**src/sv/vscd_pkg.sv**
```systemverilog
// Package for the video start-code codec detector: codes, header constants and verdict function.
package vscd_pkg;

  localparam int DEFAULT_MAX_BUFFER_BYTES = 65536;
  localparam int POS_W = 16;
  localparam int MIN_BUFFER_BYTES = 6;

  localparam logic [1:0] CODEC_NONE = 2'd0;
  localparam logic [1:0] CODEC_HEVC = 2'd1;
  localparam logic [1:0] CODEC_AVC  = 2'd2;
  localparam logic [1:0] CODEC_MPEG = 2'd3;

  localparam logic [7:0] MPEG_SEQ_HDR = 8'hB3;
  localparam logic [7:0] MPEG_EXT     = 8'hB5;
  localparam logic [7:0] MPEG_GOP     = 8'hB8;

  localparam logic [5:0] HEVC_VPS      = 6'd32;
  localparam logic [5:0] HEVC_SPS      = 6'd33;
  localparam logic [5:0] HEVC_PPS      = 6'd34;
  localparam logic [5:0] HEVC_IDR_W    = 6'd19;
  localparam logic [5:0] HEVC_IDR_N    = 6'd20;
  localparam logic [5:0] HEVC_CRA      = 6'd21;

  localparam logic [4:0] AVC_SPS = 5'd7;
  localparam logic [4:0] AVC_PPS = 5'd8;
  localparam logic [4:0] AVC_IDR = 5'd5;

  function automatic logic [1:0] verdict(
    input logic [2:0]       mpeg_seen,
    input logic [3:0]       hevc_seen,
    input logic [2:0]       hevc_hits,
    input logic [2:0]       avc_hits,
    input logic [POS_W-1:0] hevc_last_pos,
    input logic [POS_W-1:0] avc_last_pos
  );
    logic       mpeg_ok;
    logic       hevc_ok;
    logic       avc_ok;
    logic [1:0] ps_cnt;
    logic [1:0] res;
    mpeg_ok = mpeg_seen[0] && (mpeg_seen[2:1] != 2'b00);
    ps_cnt  = {1'b0, hevc_seen[0]} + {1'b0, hevc_seen[1]} + {1'b0, hevc_seen[2]};
    hevc_ok = (hevc_hits >= 3'd2) && (hevc_seen[0] || ps_cnt >= 2'd2);
    avc_ok  = avc_hits >= 3'd2;
    if (mpeg_ok) begin
      res = CODEC_MPEG;
    end else if (hevc_ok && avc_ok) begin
      if (avc_hits > hevc_hits ||
          (avc_hits == hevc_hits && avc_last_pos > hevc_last_pos)) begin
        res = CODEC_AVC;
      end else begin
        res = CODEC_HEVC;
      end
    end else if (hevc_ok) begin
      res = CODEC_HEVC;
    end else if (avc_ok) begin
      res = CODEC_AVC;
    end else begin
      res = CODEC_NONE;
    end
    return res;
  endfunction

endpackage

```
**src/sv/video_start_code_codec_detect.sv**
```systemverilog
// Start-code scanner that detects MPEG-2, H.264 or HEVC video in one buffer.
// The verdict is loaded into the output register as the last byte is taken.
// Throughput: one byte per cycle while s_tready is high; evidence state updates in the accepting cycle.
// A verdict waiting on m_tready holds s_tready low; a request is taken in the cycle it drains.
// Reset (rst, synchronous) clears the scan state and empties the output register.
module video_start_code_codec_detect
  import vscd_pkg::*;
#(
  parameter int MAX_BUFFER_BYTES = DEFAULT_MAX_BUFFER_BYTES
) (
  input  logic       clk,
  input  logic       rst,
  input  logic       s_tvalid,
  output logic       s_tready,
  input  logic [7:0] s_tdata,   // [7:0] data_byte
  input  logic       s_tlast,   // last_byte
  output logic       m_tvalid,
  input  logic       m_tready,
  output logic [7:0] m_tdata    // [1:0] codec, [7:2] zero
);

  localparam int POS_CAP_INT = (MAX_BUFFER_BYTES - 1 > (1 << POS_W) - 1) ?
                               (1 << POS_W) - 1 : MAX_BUFFER_BYTES - 1;
  localparam logic [POS_W-1:0] POS_CAP = POS_W'(POS_CAP_INT);

  logic [31:0]      byte_history, byte_history_next;
  logic [POS_W-1:0] byte_position, byte_position_next;
  logic [2:0]       mpeg_seen, mpeg_seen_next;
  logic [3:0]       hevc_seen, hevc_seen_next;
  logic [2:0]       avc_seen, avc_seen_next;
  logic [2:0]       mpeg_hits, mpeg_hits_next;
  logic [2:0]       hevc_hits, hevc_hits_next;
  logic [2:0]       avc_hits, avc_hits_next;
  logic [POS_W-1:0] hevc_last_pos, hevc_last_pos_next;
  logic [POS_W-1:0] avc_last_pos, avc_last_pos_next;
  logic [POS_W-1:0] mpeg_last_pos, mpeg_last_pos_next;
  logic             frozen, frozen_next;
  logic [1:0]       codec, codec_next;

  logic             accept;

  assign s_tready = !m_tvalid || m_tready;
  assign accept   = s_tvalid && s_tready;
  assign m_tdata  = {6'b0, codec};

  always_comb begin
    logic [7:0]       c;
    logic [7:0]       b0;
    logic [5:0]       kind;
    logic [4:0]       akind;
    logic [3:0]       hbit;
    logic [2:0]       mbit;
    logic [2:0]       abit;
    logic [POS_W-1:0] pos4;
    logic [POS_W-1:0] pos3;
    c    = s_tdata;
    b0   = byte_history[7:0];
    kind = b0[6:1];
    akind = c[4:0];
    hbit = 4'b0;
    mbit = 3'b0;
    abit = 3'b0;
    pos4 = (byte_position >= POS_W'(4)) ? byte_position - POS_W'(4) : '0;
    pos3 = (byte_position >= POS_W'(3)) ? byte_position - POS_W'(3) : '0;

    mpeg_seen_next     = mpeg_seen;
    hevc_seen_next     = hevc_seen;
    avc_seen_next      = avc_seen;
    mpeg_hits_next     = mpeg_hits;
    hevc_hits_next     = hevc_hits;
    avc_hits_next      = avc_hits;
    mpeg_last_pos_next = mpeg_last_pos;
    hevc_last_pos_next = hevc_last_pos;
    avc_last_pos_next  = avc_last_pos;
    frozen_next        = frozen;

    if (!frozen) begin
      // HEVC: header byte was the previous byte, c is the second header byte
      if (byte_history[31:8] == 24'h000001 && !b0[7] && c[2:0] != 3'b0 &&
          !b0[0] && c[7:3] == 5'b0) begin
        if (kind == HEVC_VPS) begin
          hbit = 4'b0001;
        end else if (kind == HEVC_SPS) begin
          hbit = 4'b0010;
        end else if (kind == HEVC_PPS) begin
          hbit = 4'b0100;
        end else if ((kind == HEVC_IDR_W || kind == HEVC_IDR_N || kind == HEVC_CRA) &&
                     hevc_seen[2:0] != 3'b0) begin
          hbit = 4'b1000;
        end
        if (hbit != 4'b0) begin
          if ((hevc_seen & hbit) == 4'b0) begin
            hevc_seen_next = hevc_seen | hbit;
            hevc_hits_next = hevc_hits + 3'd1;
          end
          hevc_last_pos_next = pos4;
        end
      end
      // MPEG-2 and H.264: c is the header byte
      if (byte_history[23:0] == 24'h000001) begin
        if (c == MPEG_SEQ_HDR) begin
          mbit = 3'b001;
        end else if (c == MPEG_EXT) begin
          mbit = 3'b010;
        end else if (c == MPEG_GOP) begin
          mbit = 3'b100;
        end
        if (mbit != 3'b0) begin
          if ((mpeg_seen & mbit) == 3'b0) begin
            mpeg_seen_next = mpeg_seen | mbit;
            mpeg_hits_next = mpeg_hits + 3'd1;
          end
          mpeg_last_pos_next = pos3;
          if (mpeg_seen_next[0] && mpeg_seen_next[2:1] != 2'b00) begin
            frozen_next = 1'b1;
          end
        end
        if (!frozen_next && !c[7] && c[6:5] != 2'b00) begin
          if (akind == AVC_SPS) begin
            abit = 3'b001;
          end else if (akind == AVC_PPS) begin
            abit = 3'b010;
          end else if (akind == AVC_IDR) begin
            abit = 3'b100;
          end
          if (abit != 3'b0) begin
            if ((avc_seen & abit) == 3'b0) begin
              avc_seen_next = avc_seen | abit;
              avc_hits_next = avc_hits + 3'd1;
            end
            avc_last_pos_next = pos3;
          end
        end
      end
    end

    byte_history_next  = {byte_history[23:0], c};
    byte_position_next = (byte_position < POS_CAP) ? byte_position + POS_W'(1) :
                                                     byte_position;

    if (byte_position < POS_W'(MIN_BUFFER_BYTES - 1)) begin
      codec_next = CODEC_NONE;
    end else begin
      codec_next = verdict(mpeg_seen_next, hevc_seen_next, hevc_hits_next,
                           avc_hits_next, hevc_last_pos_next, avc_last_pos_next);
    end
  end

  always_ff @(posedge clk) begin
    if (rst || (accept && s_tlast)) begin
      byte_history  <= 32'hFFFF_FFFF;
      byte_position <= '0;
      mpeg_seen     <= '0;
      hevc_seen     <= '0;
      avc_seen      <= '0;
      mpeg_hits     <= '0;
      hevc_hits     <= '0;
      avc_hits      <= '0;
      mpeg_last_pos <= '0;
      hevc_last_pos <= '0;
      avc_last_pos  <= '0;
      frozen        <= 1'b0;
    end else if (accept) begin
      byte_history  <= byte_history_next;
      byte_position <= byte_position_next;
      mpeg_seen     <= mpeg_seen_next;
      hevc_seen     <= hevc_seen_next;
      avc_seen      <= avc_seen_next;
      mpeg_hits     <= mpeg_hits_next;
      hevc_hits     <= hevc_hits_next;
      avc_hits      <= avc_hits_next;
      mpeg_last_pos <= mpeg_last_pos_next;
      hevc_last_pos <= hevc_last_pos_next;
      avc_last_pos  <= avc_last_pos_next;
      frozen        <= frozen_next;
    end
  end

  always_ff @(posedge clk) begin
    if (rst) begin
      m_tvalid <= 1'b0;
    end else if (accept && s_tlast) begin
      m_tvalid <= 1'b1;
    end else if (m_tready) begin
      m_tvalid <= 1'b0;
    end
  end

  always_ff @(posedge clk) begin
    if (accept && s_tlast) begin
      codec <= codec_next;
    end
  end

endmodule

```
**config.mk**
```make
export PLATFORM = sky130hd
export DESIGN_NAME = video_start_code_codec_detect
export DESIGN_NICKNAME = d
export VERILOG_FILES = /design/src/sv/vscd_pkg.sv /design/src/sv/video_start_code_codec_detect.sv
export SDC_FILE = /design/constraint.sdc
export NUM_CORES = 1
export LEC_CHECK = 0
export BUFFER_PORTS_ARGS = -buffer_cell sky130_fd_sc_hd__buf_2
export CAP_MARGIN = 20
export CORE_MARGIN = 2
export CORE_UTILIZATION = 40
export DETAILED_ROUTE_END_ITERATION = 8
export HOLD_SLACK_MARGIN = 0.15
export PLACE_DENSITY = 0.56
export SKIP_CTS_REPAIR_TIMING = 1
export SLEW_MARGIN = 20
export SYNTH_ARGS = -nofsm -noshare
export SYNTH_HDL_FRONTEND = slang
export SYNTH_SLANG_ARGS = --single-unit
```
**constraint.sdc**
```tcl
create_clock -name clk -period 4.3 [get_ports clk]
set_clock_uncertainty 0.2 [all_clocks]
set_input_delay 0.86 -clock clk [delete_from_list [all_inputs] [get_ports clk]]
set_output_delay 0.86 -clock clk [all_outputs]
set_load 0.01 [all_outputs]
```
==> results.yml <==
sta:
  clock.fmax_ghz: 0.243
  hold_violations: 0
  setup_viol: 0
  relSlewSlack: 0.290
  maxSlewViolCount: 0
  tightest_slew_ps: 1070
  fin_tns_setup_ps: 0
  final.period_utilization: 0.956
  rsz0062_at_grt: "no"
  fin_crit_ps: 4110
power_and_ir_drop:
  clkPwrFrac: 0.392
  seqPwrFrac: 0.494
  p_int_w: 0.00148
  vdd_drop_max_mv: 0.328
  cellPowerDensity_mw_per_mm2: 307
  p_switching_w: 0.000544
  swShare: 0.269
  p_comb_frac: 0.115
  leakage_nw: 2.78
setup_path:
  path_common_cell: "buf_4"
  crit_path_max_fanout: 6
  cp-start-kind: "input port"
  end_kind: "flip-flop"
  arrival_ps: 4100
  crit_family: "simple AND/OR/NAND/NOR gates"
  slowest_delay_ps: 530
  worstSetupPathType: "in2reg"
  worstPathRequired_ps: 4290
  path_cells: "buf_2, nor4_1, buf_4, nand4b_1, or4_4, nor2_4, buf_4, mux2i_2, ha_1, nor2b_1, o21ai_0, o211ai_1, o21ai_1, and4b_1, a211oi_1"
  slowest_stage: "or4_4"
  path_buf_inv: 3
layout:
  syn_to_final_growth_pct: 12.6
  final_util: 0.457
  fin_cells: 952
  drive_gt1_frac: 0.141
  antennaDiodeCount: 0
  seqCellArea_mm2: 0.00202
  multi_input_area_mm2: 0.00355
  nets: 803
  fill_cells: 1435
synthesis:
  synth-edff-count: 2
  synth.area.top_cells: "dfxtp_1 (33%), nand2_1 (7.3%), ha_1 (5.8%)"
  synth_cell_types: 71
  syn_inst: 734
  synth.yosys.seq_area_share: 0.345
  synth_top_area_share: 0.335
  ys.flop_type: "dfxtp_1"
  synth_common_cells: "nand2_1 (114), dfxtp_1 (98), nor2_1 (82)"
  syn_avg_cell_area_um2: 7.98
  synthArstFlopShare: 0
  ys_seq_elements: 100
  synth_most_common_cell: "nand2_1"
  ys_warn_count: 0
  yosysTopAreaCell: "dfxtp_1"
  syn-cell-area_mm2: 0.00586
drt:
  drt_iter0_markers: 215
  vias: 5052
  wl_per_cell_um: 14.7
  vias_per_cell: 5.31
  wl_um: 14000
  ant_nets: 0
  first_pass_iters: 4
  drc: 0
floorplanning:
  die-area_mm2: 0.0156
  core_mm2: 0.0144
  io_pins: 23
  chipHeight_um: 125
  rows: 44
  chipWidth_um: 125
  initial_core_util: 0.406
global_routing:
  grt_pass1_vias: 4920
  grt_max_degree: 75
  grt_usage: 0.186
  grt_pass1_wl_um: 23600
  grt_antenna_before_repair: 0
  grt-ovfl-total: 0
placement:
  placed_cells: 935
  gp_congestion: 0.867
  io_buffers: 16
  dp_hpwl_um: 10400
clocking:
  ctsRootBufferMaster: "clkbuf_16"
  cts_inserted_buffers: 9
  cts_tree: "built"
  clk_latency_ps: 360
  clkTransAtPathRegs_ps: 70
  cts_buffer_depth: 2
  cts.htree.levels: 3
  clock_sinks: 100
min_path:
  hold_path_class: "reg2reg"
run_status:
  outcome: "completed"
job:
  drv_cap: 0
-- sequential cells by signal, indices dropped and copies added, names as in the netlist --
signal         flops
m_tvalid           1
avc_last_pos      16
avc_seen           3
frozen             1
hevc_seen          4
avc_hits           3
byte_history      32
hevc_last_pos     16
mpeg_seen          3
byte_position     16
hevc_hits          3
codec              2
-- cells by family (layout without fill, tap and decap cells) --
kind of cell    count (synthesis)  in the layout  synth area share
flops                         100            100             0.345
xor+xnor                       42             42            0.0628
simple gates                  356            356             0.306
compound gates                115            115             0.128
other cells                     1              6          0.000640
mux                            25             25            0.0451
buf+inv                        68             97            0.0543
fa+ha+maj                      27             27            0.0577
-- final cells by class --
| cell class | instances | share of cell area |
|---|---|---|
| multi-input combinational | 571 | 0.538 |
| sequential | 100 | 0.307 |
| timing repair buffer | 65 | 0.0679 |
| clock buffer | 11 | 0.0368 |
| tap | 184 | 0.0349 |
| inverter | 16 | 0.00911 |
| clock inverter | 5 | 0.00664 |
-- worst reg2reg max path: stages, from the launching register on --
cell      delay, ps
dfxtp_1         340
nor4_1          330
nand4_1         300
or4_4           630
nor2_4          260
buf_4           220
mux2i_2         260
ha_1            280
nor2b_1         140
o21ai_0         180
o211ai_1        110
o21ai_1         180
and4b_1         220
a211oi_1        190
-- through the flow --
stage | hold slack (ps) | total power [W] | instance area [µm²] | worst slack (ps)
after CTS | 254 | 0.00205 | 6580 | 126
after global routing | 296 | 0.00212 | 6590 | 6.51
final | 254 | 0.00202 | 6590 | 191
after global placement | 241 | 0.00124 | 6290 | -99.2
after detailed placement | 244 | 0.00125 | 6290 | -231
after floorplan | 229 | 0.00118 | 5880 | 249
-- per-layer routing --
| metal | track usage | vias to the layer above | wire length, µm |
|---|---|---|---|
| met1 | 0.232 | 2364 | 6490 |
| met4 | 0.0556 | 0 | 316 |
| met5 | 0 | - | 0 |
| li1 | - | 2593 | - |
| met3 | 0.0445 | 24 | 500 |
| met2 | 0.319 | 71 | 6720 |
-- path summary, 6_finish.rpt --
path	startpoint	end	slack (ps)	depth (start not counted)
hold / removal	avc_last_pos[8]	avc_last_pos[8]	250	2
hold reg to reg	avc_last_pos[8]	avc_last_pos[8]	250	2
setup reg to reg	byte_history[20]	codec[0]	300	13
setup / recovery	s_tdata[4]	codec[0]	190	15
-- cells in the final DEF (no fill, tap or decap), types with 3 or more instances in the layout --
| master | n |
|---|---|
| a31oi_1 | 6 |
| a21o_1 | 4 |
| nor2_1 | 81 |
| mux2i_1 | 18 |
| o21ai_1 | 3 |
| o21ai_0 | 26 |
| nor3_1 | 22 |
| nor4_1 | 13 |
| buf_2 | 16 |
| or4_1 | 3 |
| mux2_2 | 4 |
| conb_1 | 6 |
| nor2b_1 | 5 |
| a21oi_1 | 31 |
| xor2_1 | 16 |
| nand2_1 | 113 |
| nand3_1 | 43 |
| o211a_1 | 10 |
| and2_1 | 6 |
| or3_1 | 11 |
| nand4_1 | 8 |
| nand3b_1 | 3 |
| inv_1 | 16 |
| nor4b_1 | 3 |
| xnor2_1 | 26 |
| buf_4 | 49 |
| a211oi_1 | 17 |
| dfxtp_1 | 98 |
| ha_1 | 27 |
| nand2b_1 | 14 |
| clkbuf_16 | 9 |
| o211ai_1 | 3 |
| inv_6 | 3 |
-- power by group through the flow --
stage                     sequential [W]  clock (W)  combinational (W)
after floorplan                  0.00101          0           0.000171
after global placement           0.00102          0           0.000226
after detailed placement         0.00102          0           0.000233
after CTS                       0.000997   0.000824           0.000234
after global routing             0.00100   0.000854           0.000265
final                           0.000998   0.000792           0.000232
No activity file was read; power rests on OpenSTA's default activity.
